### config.mk
export PLATFORM = sky130hd
export DESIGN_NAME = gf16_tower_butterfly
export DESIGN_NICKNAME = d
export VERILOG_FILES = /design/src/sv/gtb_pkg.sv /design/src/sv/gf16_tower_butterfly.sv
export SDC_FILE = /design/constraint.sdc
export NUM_CORES = 1
export LEC_CHECK = 0
export BUFFER_PORTS_ARGS = -buffer_cell sky130_fd_sc_hd__buf_2
export CAP_MARGIN = 20
export CORE_ASPECT_RATIO = 1.1
export CORE_MARGIN = 5
export CORE_UTILIZATION = 60
export DETAILED_ROUTE_END_ITERATION = 7
export GPL_ROUTABILITY_DRIVEN = 1
export PLACE_DENSITY = 0.78
export REMOVE_ABC_BUFFERS = 1
export SLEW_MARGIN = 40
export SYNTH_ARGS = -nofsm -noshare
export SYNTH_HDL_FRONTEND = slang
export SYNTH_SLANG_ARGS = --single-unit
### constraint.sdc
create_clock -name clock -period 9.1 [get_ports clock]
set_clock_uncertainty 0.05 [all_clocks]
set_input_delay 1.365 -clock clock [delete_from_list [all_inputs] [get_ports clock]]
set_output_delay 1.365 -clock clock [all_outputs]
set_load 0.03 [all_outputs]
### src/sv/gtb_pkg.sv
package gtb_pkg;

   localparam int unsigned TABLE_COUNT = 6;
   localparam int unsigned TABLE_DEPTH = 16;
   localparam int unsigned NIBBLE_BITS = 4;
   localparam int unsigned BYTE_BITS   = 8;
   localparam int unsigned SYM_BITS    = 16;
   localparam int unsigned ROW_BITS    = 3;

   localparam logic [SYM_BITS-1:0] SKIP_LOG = 16'hFFFF;

   // Request kinds carried on tuser.
   localparam logic REQ_BUTTERFLY   = 1'b0;
   localparam logic REQ_TABLE_WRITE = 1'b1;

   // Register indexes on the configuration port (byte address = 4 * index).
   localparam logic [1:0] REG_INVERSE_MODE    = 2'd0;
   localparam logic [1:0] REG_ACCUMULATE_MODE = 2'd1;
   localparam logic [1:0] REG_MULTIPLY_LOG    = 2'd2;

   typedef logic [SYM_BITS-1:0]      sym_type;
   typedef logic [BYTE_BITS-1:0]     byte_type;
   typedef logic [NIBBLE_BITS-1:0]   nibble_type;
   typedef logic [ROW_BITS-1:0]      row_type;

   // Operands held between the table read and the butterfly combine.
   typedef struct packed {
      sym_type a;
      sym_type b;
      sym_type u;
      sym_type v;
      logic    eob;
   } stage_type;

   // Tower-field product from the six looked-up bytes, in table order.
   function automatic sym_type tower_product(input byte_type t0, input byte_type t1,
                                             input byte_type t2, input byte_type t3,
                                             input byte_type t4, input byte_type t5);
      byte_type ac;
      byte_type bd;
      byte_type cross_sum;
      ac        = t0 ^ t1;
      bd        = t2 ^ t3;
      cross_sum = t4 ^ t5;
      return {cross_sum ^ ac, ac ^ bd};
   endfunction

endpackage

### src/sv/gf16_tower_butterfly.sv
// Channel   Direction  Beat contents
// --------  ---------  -----------------------------------------------------------
// req_*     in         tuser: kind (butterfly / table write); tlast: end of block;
//                      tdata: x, y, u, v symbols, table row, index, byte
// rsp_*     out        tdata: u_result, v_result; tlast: end of block
// csr_*     in/out     APB registers: inverse mode, accumulate mode, multiply log
//
// One beat is taken every cycle while req_tready is high. A butterfly beat reads the
// six 16-entry product tables in the cycle it is accepted; the registered table read
// feeds the middle stage, and the output register then shows its result. A table
// write beat updates one table entry in its accept cycle and gives no result.
// Reset (synchronous, active high) clears the pipeline valid flags and the
// configuration registers; the tables keep their contents and must be loaded before use.
// A stall on rsp holds the output register; the middle stage still drains into
// an empty output register, and req_tready drops only when both stages are full.
module gf16_tower_butterfly (
   input  logic         clock,
   input  logic         reset,
   // Input stream
   input  logic         req_tvalid,
   output logic         req_tready,
   // [15:0] x_symbol, [31:16] y_symbol, [47:32] u_symbol, [63:48] v_symbol,
   // [66:64] table_row, [70:67] table_index, [78:71] table_byte, [79] zero
   input  logic [79:0]  req_tdata,
   // [0] req_type
   input  logic         req_tuser,
   input  logic         req_tlast,
   // Result stream
   output logic         rsp_tvalid,
   input  logic         rsp_tready,
   // [15:0] u_result, [31:16] v_result
   output logic [31:0]  rsp_tdata,
   output logic         rsp_tlast,
   // Configuration port
   input  logic         csr_psel,
   input  logic         csr_penable,
   input  logic         csr_pwrite,
   input  logic [3:0]   csr_paddr,
   input  logic [31:0]  csr_pwdata,
   output logic [31:0]  csr_prdata,
   output logic         csr_pready
);

   // Configuration registers.
   logic                inverse_ff;
   logic                accumulate_ff;
   gtb_pkg::sym_type    log_ff;
   logic                csr_wr;
   logic [1:0]          csr_index;

   // Input beat fields.
   gtb_pkg::sym_type    x_sym;
   gtb_pkg::sym_type    y_sym;
   gtb_pkg::sym_type    u_sym;
   gtb_pkg::sym_type    v_sym;
   gtb_pkg::row_type    wr_row;
   gtb_pkg::nibble_type wr_index;
   gtb_pkg::byte_type   wr_byte;

   logic                req_fire;
   logic                is_write;
   logic                rd_en;
   gtb_pkg::sym_type    b_pre;
   gtb_pkg::byte_type   mix;
   gtb_pkg::nibble_type rd_addr [gtb_pkg::TABLE_COUNT];
   gtb_pkg::byte_type   rd_ff   [gtb_pkg::TABLE_COUNT];

   // Pipeline control and payload.
   logic                s1_vld_ff;
   logic                s1_vld_in;
   gtb_pkg::stage_type  s1_ff;
   logic                out_vld_ff;
   logic                out_vld_in;
   logic                out_free;
   logic                s1_adv;
   gtb_pkg::sym_type    prod;
   gtb_pkg::sym_type    a_mid;
   gtb_pkg::sym_type    b_mid;
   gtb_pkg::sym_type    u_res_in;
   gtb_pkg::sym_type    v_res_in;
   gtb_pkg::sym_type    u_res_ff;
   gtb_pkg::sym_type    v_res_ff;
   logic                eob_ff;

   // ---------------------------------------------------------------------------
   // Configuration port. Writes complete in the access phase; pready is tied high.
   // ---------------------------------------------------------------------------
   assign csr_pready = 1'b1;
   assign csr_wr     = csr_psel & csr_penable & csr_pwrite & csr_pready;
   assign csr_index  = csr_paddr[3:2];

   always_ff @(posedge clock) begin
      if (reset) begin
         inverse_ff    <= 1'b0;
         accumulate_ff <= 1'b0;
         log_ff        <= gtb_pkg::SKIP_LOG;
      end else if (csr_wr) begin
         unique case (csr_index)
            gtb_pkg::REG_INVERSE_MODE:    inverse_ff    <= csr_pwdata[0];
            gtb_pkg::REG_ACCUMULATE_MODE: accumulate_ff <= csr_pwdata[0];
            gtb_pkg::REG_MULTIPLY_LOG:    log_ff        <= csr_pwdata[15:0];
            default: ;
         endcase
      end
   end

   always_comb begin
      unique case (csr_index)
         gtb_pkg::REG_INVERSE_MODE:    csr_prdata = {31'd0, inverse_ff};
         gtb_pkg::REG_ACCUMULATE_MODE: csr_prdata = {31'd0, accumulate_ff};
         gtb_pkg::REG_MULTIPLY_LOG:    csr_prdata = {16'd0, log_ff};
         default:                      csr_prdata = 32'd0;
      endcase
   end

   // ---------------------------------------------------------------------------
   // Beat unpacking and handshake.
   // ---------------------------------------------------------------------------
   assign x_sym    = req_tdata[15:0];
   assign y_sym    = req_tdata[31:16];
   assign u_sym    = req_tdata[47:32];
   assign v_sym    = req_tdata[63:48];
   assign wr_row   = req_tdata[66:64];
   assign wr_index = req_tdata[70:67];
   assign wr_byte  = req_tdata[78:71];

   // The output register frees when it is empty or being taken this cycle; the
   // middle stage then moves forward and can accept a new beat.
   assign out_free   = ~out_vld_ff | rsp_tready;
   assign s1_adv     = s1_vld_ff & out_free;
   assign req_tready = ~s1_vld_ff | out_free;
   assign req_fire   = req_tvalid & req_tready;
   assign is_write   = (req_tuser == gtb_pkg::REQ_TABLE_WRITE);
   assign rd_en      = req_fire & ~is_write;

   // In inverse order the multiply operand is y ^ x, otherwise y alone. The
   // table addresses are the nibbles of its low byte, high byte and their xor.
   assign b_pre = inverse_ff ? (y_sym ^ x_sym) : y_sym;
   assign mix   = b_pre[7:0] ^ b_pre[15:8];

   always_comb begin
      rd_addr[0] = b_pre[3:0];
      rd_addr[1] = b_pre[7:4];
      rd_addr[2] = b_pre[11:8];
      rd_addr[3] = b_pre[15:12];
      rd_addr[4] = mix[3:0];
      rd_addr[5] = mix[7:4];
   end

   // ---------------------------------------------------------------------------
   // Product tables: six 16x8 memories, one write and one registered read each.
   // Only one beat enters per cycle, so a table write always lands before any
   // later butterfly reads it; no forwarding is needed. Rows six and seven
   // match no table and are dropped. The read data only changes when a
   // butterfly is accepted, so it holds while the middle stage is stalled.
   // ---------------------------------------------------------------------------
   for (genvar t = 0; t < gtb_pkg::TABLE_COUNT; t++) begin : g_table
      gtb_pkg::byte_type tbl_mem [gtb_pkg::TABLE_DEPTH];
      logic              wr_en;

      assign wr_en = req_fire & is_write & (wr_row == gtb_pkg::ROW_BITS'(t));

      always_ff @(posedge clock) begin
         if (wr_en) begin
            tbl_mem[wr_index] <= wr_byte;
         end
         if (rd_en) begin
            rd_ff[t] <= tbl_mem[rd_addr[t]];
         end
      end
   end

   // ---------------------------------------------------------------------------
   // Middle stage: operands wait here beside the table read data.
   // ---------------------------------------------------------------------------
   always_comb begin
      if (req_fire) begin
         s1_vld_in = ~is_write;
      end else if (s1_adv) begin
         s1_vld_in = 1'b0;
      end else begin
         s1_vld_in = s1_vld_ff;
      end
   end

   always_ff @(posedge clock) begin
      if (reset) begin
         s1_vld_ff <= 1'b0;
      end else begin
         s1_vld_ff <= s1_vld_in;
      end
   end

   always_ff @(posedge clock) begin
      if (rd_en) begin
         s1_ff <= '{a: x_sym, b: b_pre, u: u_sym, v: v_sym, eob: req_tlast};
      end
   end

   // ---------------------------------------------------------------------------
   // Butterfly combine into the output register.
   // ---------------------------------------------------------------------------
   assign prod = gtb_pkg::tower_product(rd_ff[0], rd_ff[1], rd_ff[2],
                                        rd_ff[3], rd_ff[4], rd_ff[5]);

   always_comb begin
      a_mid = (log_ff == gtb_pkg::SKIP_LOG) ? s1_ff.a : (s1_ff.a ^ prod);
      b_mid = inverse_ff ? s1_ff.b : (s1_ff.b ^ a_mid);
      u_res_in = accumulate_ff ? (a_mid ^ s1_ff.u) : a_mid;
      v_res_in = accumulate_ff ? (b_mid ^ s1_ff.v) : b_mid;
   end

   always_comb begin
      if (s1_adv) begin
         out_vld_in = 1'b1;
      end else if (rsp_tready) begin
         out_vld_in = 1'b0;
      end else begin
         out_vld_in = out_vld_ff;
      end
   end

   always_ff @(posedge clock) begin
      if (reset) begin
         out_vld_ff <= 1'b0;
      end else begin
         out_vld_ff <= out_vld_in;
      end
   end

   always_ff @(posedge clock) begin
      if (s1_adv) begin
         u_res_ff <= u_res_in;
         v_res_ff <= v_res_in;
         eob_ff   <= s1_ff.eob;
      end
   end

   assign rsp_tvalid = out_vld_ff;
   assign rsp_tdata  = {v_res_ff, u_res_ff};
   assign rsp_tlast  = eob_ff;

   // ---------------------------------------------------------------------------
   // Assertions.
   // ---------------------------------------------------------------------------
   // A table write never creates work in the middle stage.
   assert property (@(posedge clock) disable iff (reset)
      req_fire && is_write |=> !s1_vld_ff)
      else $error("table write beat entered the butterfly pipeline");

   // Every accepted butterfly occupies the middle stage in the next cycle.
   assert property (@(posedge clock) disable iff (reset)
      rd_en |=> s1_vld_ff)
      else $error("accepted butterfly beat was lost");

   // While the middle stage is stalled, its table read data must not move.
   assert property (@(posedge clock) disable iff (reset)
      s1_vld_ff && !s1_adv |=> $stable(rd_ff[0]) && $stable(rd_ff[5]))
      else $error("table read data changed under a stalled stage");

   // The input only backs off when both pipeline stages are full.
   assert property (@(posedge clock) disable iff (reset)
      !req_tready |-> s1_vld_ff && out_vld_ff)
      else $error("input stalled with a free pipeline stage");

endmodule
======== Word level (Yosys, flattened, before mapping) ========
Memory sizes are Yosys's and may differ from the RTL's.
Index checks and enable logic that the tools add are counted.
word-level totals
  memories ................................ 7
  bits of input ports ..................... 125
  bits in writable memories ............... 816
  register bits after elaboration ......... 118
operators by class
  equality and inequality tests ........... 8
  reductions and logical operators ........ 7
  muxes and demuxes ....................... 24
  bitwise logic cells ..................... 28
memory list
  memory              depth  bits a word  rd ports  clocked after Yosys merged registers in  write ports  RTL line                     source
  g_table[0].tbl_mem  16     8            1         0                                        1            gf16_tower_butterfly.sv:158  gtb_pkg::byte_type tbl_mem [gtb_pkg::TABLE_DEPTH];
  g_table[1].tbl_mem  16     8            1         0                                        1            gf16_tower_butterfly.sv:158
  g_table[2].tbl_mem  16     8            1         0                                        1            gf16_tower_butterfly.sv:158
  g_table[3].tbl_mem  16     8            1         0                                        1            gf16_tower_butterfly.sv:158
  g_table[4].tbl_mem  16     8            1         0                                        1            gf16_tower_butterfly.sv:158
  g_table[5].tbl_mem  16     8            1         0                                        1            gf16_tower_butterfly.sv:158
  1 more memories     n/a    n/a          n/a       n/a                                      n/a          n/a
operators with widths
  operator              number
  $mux 16               5
  $xor 16x16->16        5
  $pmux 16 s3           1
  $xor 8x8->8           6
  $mux 1                18
  $eq 16x16->1 const B  1
  $and 1x1->1           12
  $eq 3x2->1 const B    2
  $eq 3x3->1 const B    2
  $reduce_and 2->1      3
  $reduce_bool 2->1     2
  $eq 3x1->1 const B    1
  $logic_not 3->1       1
  $not 1->1             3
  $eq 2x1->1 const B    1
  $eq 2x2->1 const B    1
  $logic_not 2->1       1
  $or 1x1->1            2

======== Logic depth before layout (Yosys ltp) ========
An unclocked memory read counts as a cell.
  depth in word-level cells ............... 9
  mapped depth ............................ 9
  gate-level depth less buffers ........... 7

======== Least setup slack after synthesis ========
Ideal clock, no wire load.
  path type ............................... input -> register
  start point ............................. input rsp_tready
  end point ............................... memory rd_ff[0][0] in the netlist's numbering (enable)
  data required time ...................... 8.583 ns
  slack ................................... 4.300 ns
  stages .................................. 5
  arrival ................................. 4.284 ns
  setup time .............................. 0.467 ns
  path through ............................ nor2b_1 -> nand2_1 -> nand2_1 -> or2_2 -> inv_1
RTL lines
  what         RTL line                    source
  from (decl)  gf16_tower_butterfly.sv:30  input logic rsp_tready,
  to (decl)    gf16_tower_butterfly.sv:66  gtb_pkg::byte_type rd_ff [gtb_pkg::TABLE_COUNT];

======== Worst setup path after layout ========
  start point ............................. input csr_paddr[3]
  end point ............................... output csr_prdata[11]
between the ends
  cells in the longest elaborated chain, start to end .. 2
  elaborated cells between the ends (all ways) .. 4
  those cells by class .................... eq/ne: 2; mux: 1; reduce/logical: 1
RTL lines
  what                                RTL line                     source
  from (decl)                         gf16_tower_butterfly.sv:38   input logic [3:0] csr_paddr,
  $eq 2x2->1 (tied with other cells)  gf16_tower_butterfly.sv:108  unique case (csr_index)
  $pmux 16 s3 *                       gf16_tower_butterfly.sv:108
  to (decl)                           gf16_tower_butterfly.sv:40   output logic [31:0] csr_prdata,
Mark *: on every way between the ends. The rest lies on a longest branch, timed or not.

==> flow_summary.ini <==
[critical_path]
slowest_delay_ns = 0.45
start_kind = primary input
crit_type = primary input to primary output
cp.arrival_ns = 2.36
crit_family = simple AND/OR/NAND/NOR gates
path_buf_inv = 2
cpMostUsedCell = buf_2
regToRegStartpoint = inverse_ff$_SDFFE_PP0P_
crit_chain = buf_2, nor2b_2, and2_1, buf_2
crit_path_max_fanout = 15
cp_data_required_time_ns = 7.69
worstSetupStartpoint = csr_paddr[3]
cp_slowest_cell = nor2b_2
end_kind = primary output

[clocking]
cts_hold_buf = 0
clock_tree.root_cell = clkbuf_16
cts_tree = done
clock_latency_ns = 0.64
postCtsSetupRepairBufs = 0
cts_buffers = 89
cts_resized = 0
cts.sinks = 934
htree_levels = 3
clk_pin_slew_ns = 0.05
cts_max_path_buffers = 3

[worst_hold_path]
min-delay-start = s1_ff[0]$_DFFE_PP_
hold_class = flip-flop to flip-flop

[sta]
final-setup-viol-count = 0
finalSetupTns_ns = 0
rsz0062_at_grt = no
whs_ns = 0.384
worst_slew_pin_slew_ns = 0.947
hold_viol = 0
max_freq_mhz = 265
period_needed_ns = 3.78
slew_violations = 0
finalCritPeriodShare = 0.415
slew_headroom = 0.367

[detailed_routing]
routed_wl_um = 87200
drtIter0Drc = 2433
drt.antenna.violating_nets = 0
wl_per_cell_um = 27.1
via_count = 19800
post_drt_via_cell_ratio = 6.17
drc_errors = 0
dr.pass1.iters = 6

[floorplanning]
die_y_um = 271
die_w_um = 247
core-area_um2 = 61200
ios = 193
start_util = 0.607
dieArea_um2 = 67000
row_count = 95

[layout]
final_common_cell = edfxtp_1
fin_nets = 2434
most-common-layout-cells = edfxtp_1, nand2_1, buf_2
drive_gt1_frac = 0.211
stdcell_count = 3211
num-fill-cells = 3809
fin_util = 0.683
areaGrowthSynthToFinish_pct = 12.5

[global_routing]
grt_use_total = 0.260
grt_pass1_wl_um = 129000
grt_max_degree = 97
grt_remaining_overflow = 0
grt_pass1_vias = 20200
antenna_found_initial = 11

[synth]
synth_top_area_cell = edfxtp_1
syn_area_per_cell_um2 = 17.6
ys_ff_latch = 934
synth_area_um2 = 37200
synthDistinctLibCells = 46
synth_cells = 2111
yosys.area.top_type_share = 0.738
synth-edff-count = 914
ys.flop_type = edfxtp_1
yosys_warnings = 0
seq_area_frac_synth = 0.749
async_flop_share = 0
synthTopCellsByArea = edfxtp_1, mux4_2, nand2_1, mux2i_1, xnor2_1

[status]
status = complete, no violations

[flow_run]
cap_violations = 0

[placed_design]
dp.final_hpwl_um = 51800
portBuffers = 156
dp_cells = 3041
gp_congestion = 0.840

[power]
ir_worst_vdd_mv = 0.166
total_power_w = 0.00915
p_leak_nw = 13.8
power.density_nw_per_um2 = 219
[kinds of logic after synthesis]
family	after synthesis	synth area share
DFF	934	0.749
and+or+nand+nor	562	0.0651
muxes	225	0.105
xor gates and xnor gates	148	0.0389
AOI/OAI and AO/OA	127	0.0230
buffers and inverters	113	0.0185
other	2	0.000202
[state kept, by name, indices dropped and copies added (netlist names)]
| register | count |
|---|---|
| s1_ff | 65 |
| rsp_tvalid | 1 |
| u_res_ff | 16 |
| log_ff | 16 |
| accumulate_ff | 1 |
| rd_ff | 48 |
| s1_vld_ff | 1 |
| v_res_ff | 16 |
| inverse_ff | 1 |
| rsp_tlast | 1 |
| g_table.tbl_mem | 768 |
[power breakdown]
part           switching [W]  leakage (nW)  internal (W)
clock network        0.00156          1.38       0.00206
logic               0.000472          3.96      0.000246
registers          0.0000197          8.43       0.00479
[cells in the mapped netlist (2+ instances only)]
library cell / instances
buf_2: 25
a32oi_1: 8
a221o_1: 3
mux4_1: 7
nor3b_1: 3
nand3_1: 45
clkinv_1: 4
buf_6: 17
mux2i_1: 85
nor2_1: 139
o22a_1: 2
and2_1: 15
xor2_1: 50
xnor2_2: 5
nand4_1: 11
o22ai_1: 13
o21ai_1: 10
a21oi_1: 21
o2111ai_1: 5
nand3b_1: 3
a22oi_1: 7
nor2b_1: 23
nor2_2: 2
edfxtp_1: 914
inv_1: 13
nand2_1: 282
a31oi_1: 40
xnor2_1: 78
mux4_2: 122
nand2b_1: 2
clkbuf_1: 25
mux2_2: 11
conb_1: 2
and3_1: 32
buf_4: 28
a211o_1: 16
dfxtp_1: 20
xor2_2: 15
[worst register-to-register path, stage by stage (launching register included)]
cell	delay, ns
dfxtp_2	0.59
buf_4	0.49
nand2_1	0.23
xor2_4	0.16
buf_4	0.58
mux4_1	0.70
nand2_1	0.10
and3_1	0.22
a31oi_1	0.08
[area by class of cell]
class                   count  area (um2)  share of cell area
diodes                      7        17.5            0.000419
multi-input cells        1079        8920               0.214
clock buffers             109        2330              0.0558
flip-flops and latches    934       27800               0.666
repair buffers            188        1060              0.0253
clock inverters            53         517              0.0124
inverters                  17        68.8             0.00165
well taps                 824        1030              0.0247
[path summary, 6_finish.rpt]
| path | endpoint | slack (ns) | depth (start not counted) |
|---|---|---|---|
| worst max register to register | rd_ff[1][7]$_DFFE_PP_ | 5.60 | 8 |
| worst min register to register | rsp_tlast$_DFFE_PP_ | 0.38 | 0 |
| worst min-delay path | rsp_tlast$_DFFE_PP_ | 0.38 | 0 |
| worst max-delay path | csr_prdata[11] | 5.32 | 4 |
[through the flow]
step / instance area (um2) / setup slack, ns
global route: 41800 / 5.24
detailed placement: 38900 / 4.45
floorplan: 36600 / 2.38
global placement: 38800 / 4.63
finish: 41800 / 5.32
CTS: 41700 / 5.04
[metal layers]
| layer | GRT usage | wire (um) |
|---|---|---|
| met2 | 0.421 | 42800 |
| met5 | 0 | 48 |
| met4 | 0.0919 | 3020 |
| met1 | 0.358 | 32000 |
| met3 | 0.0514 | 9220 |
No activity file was read; power rests on OpenSTA's default activity.
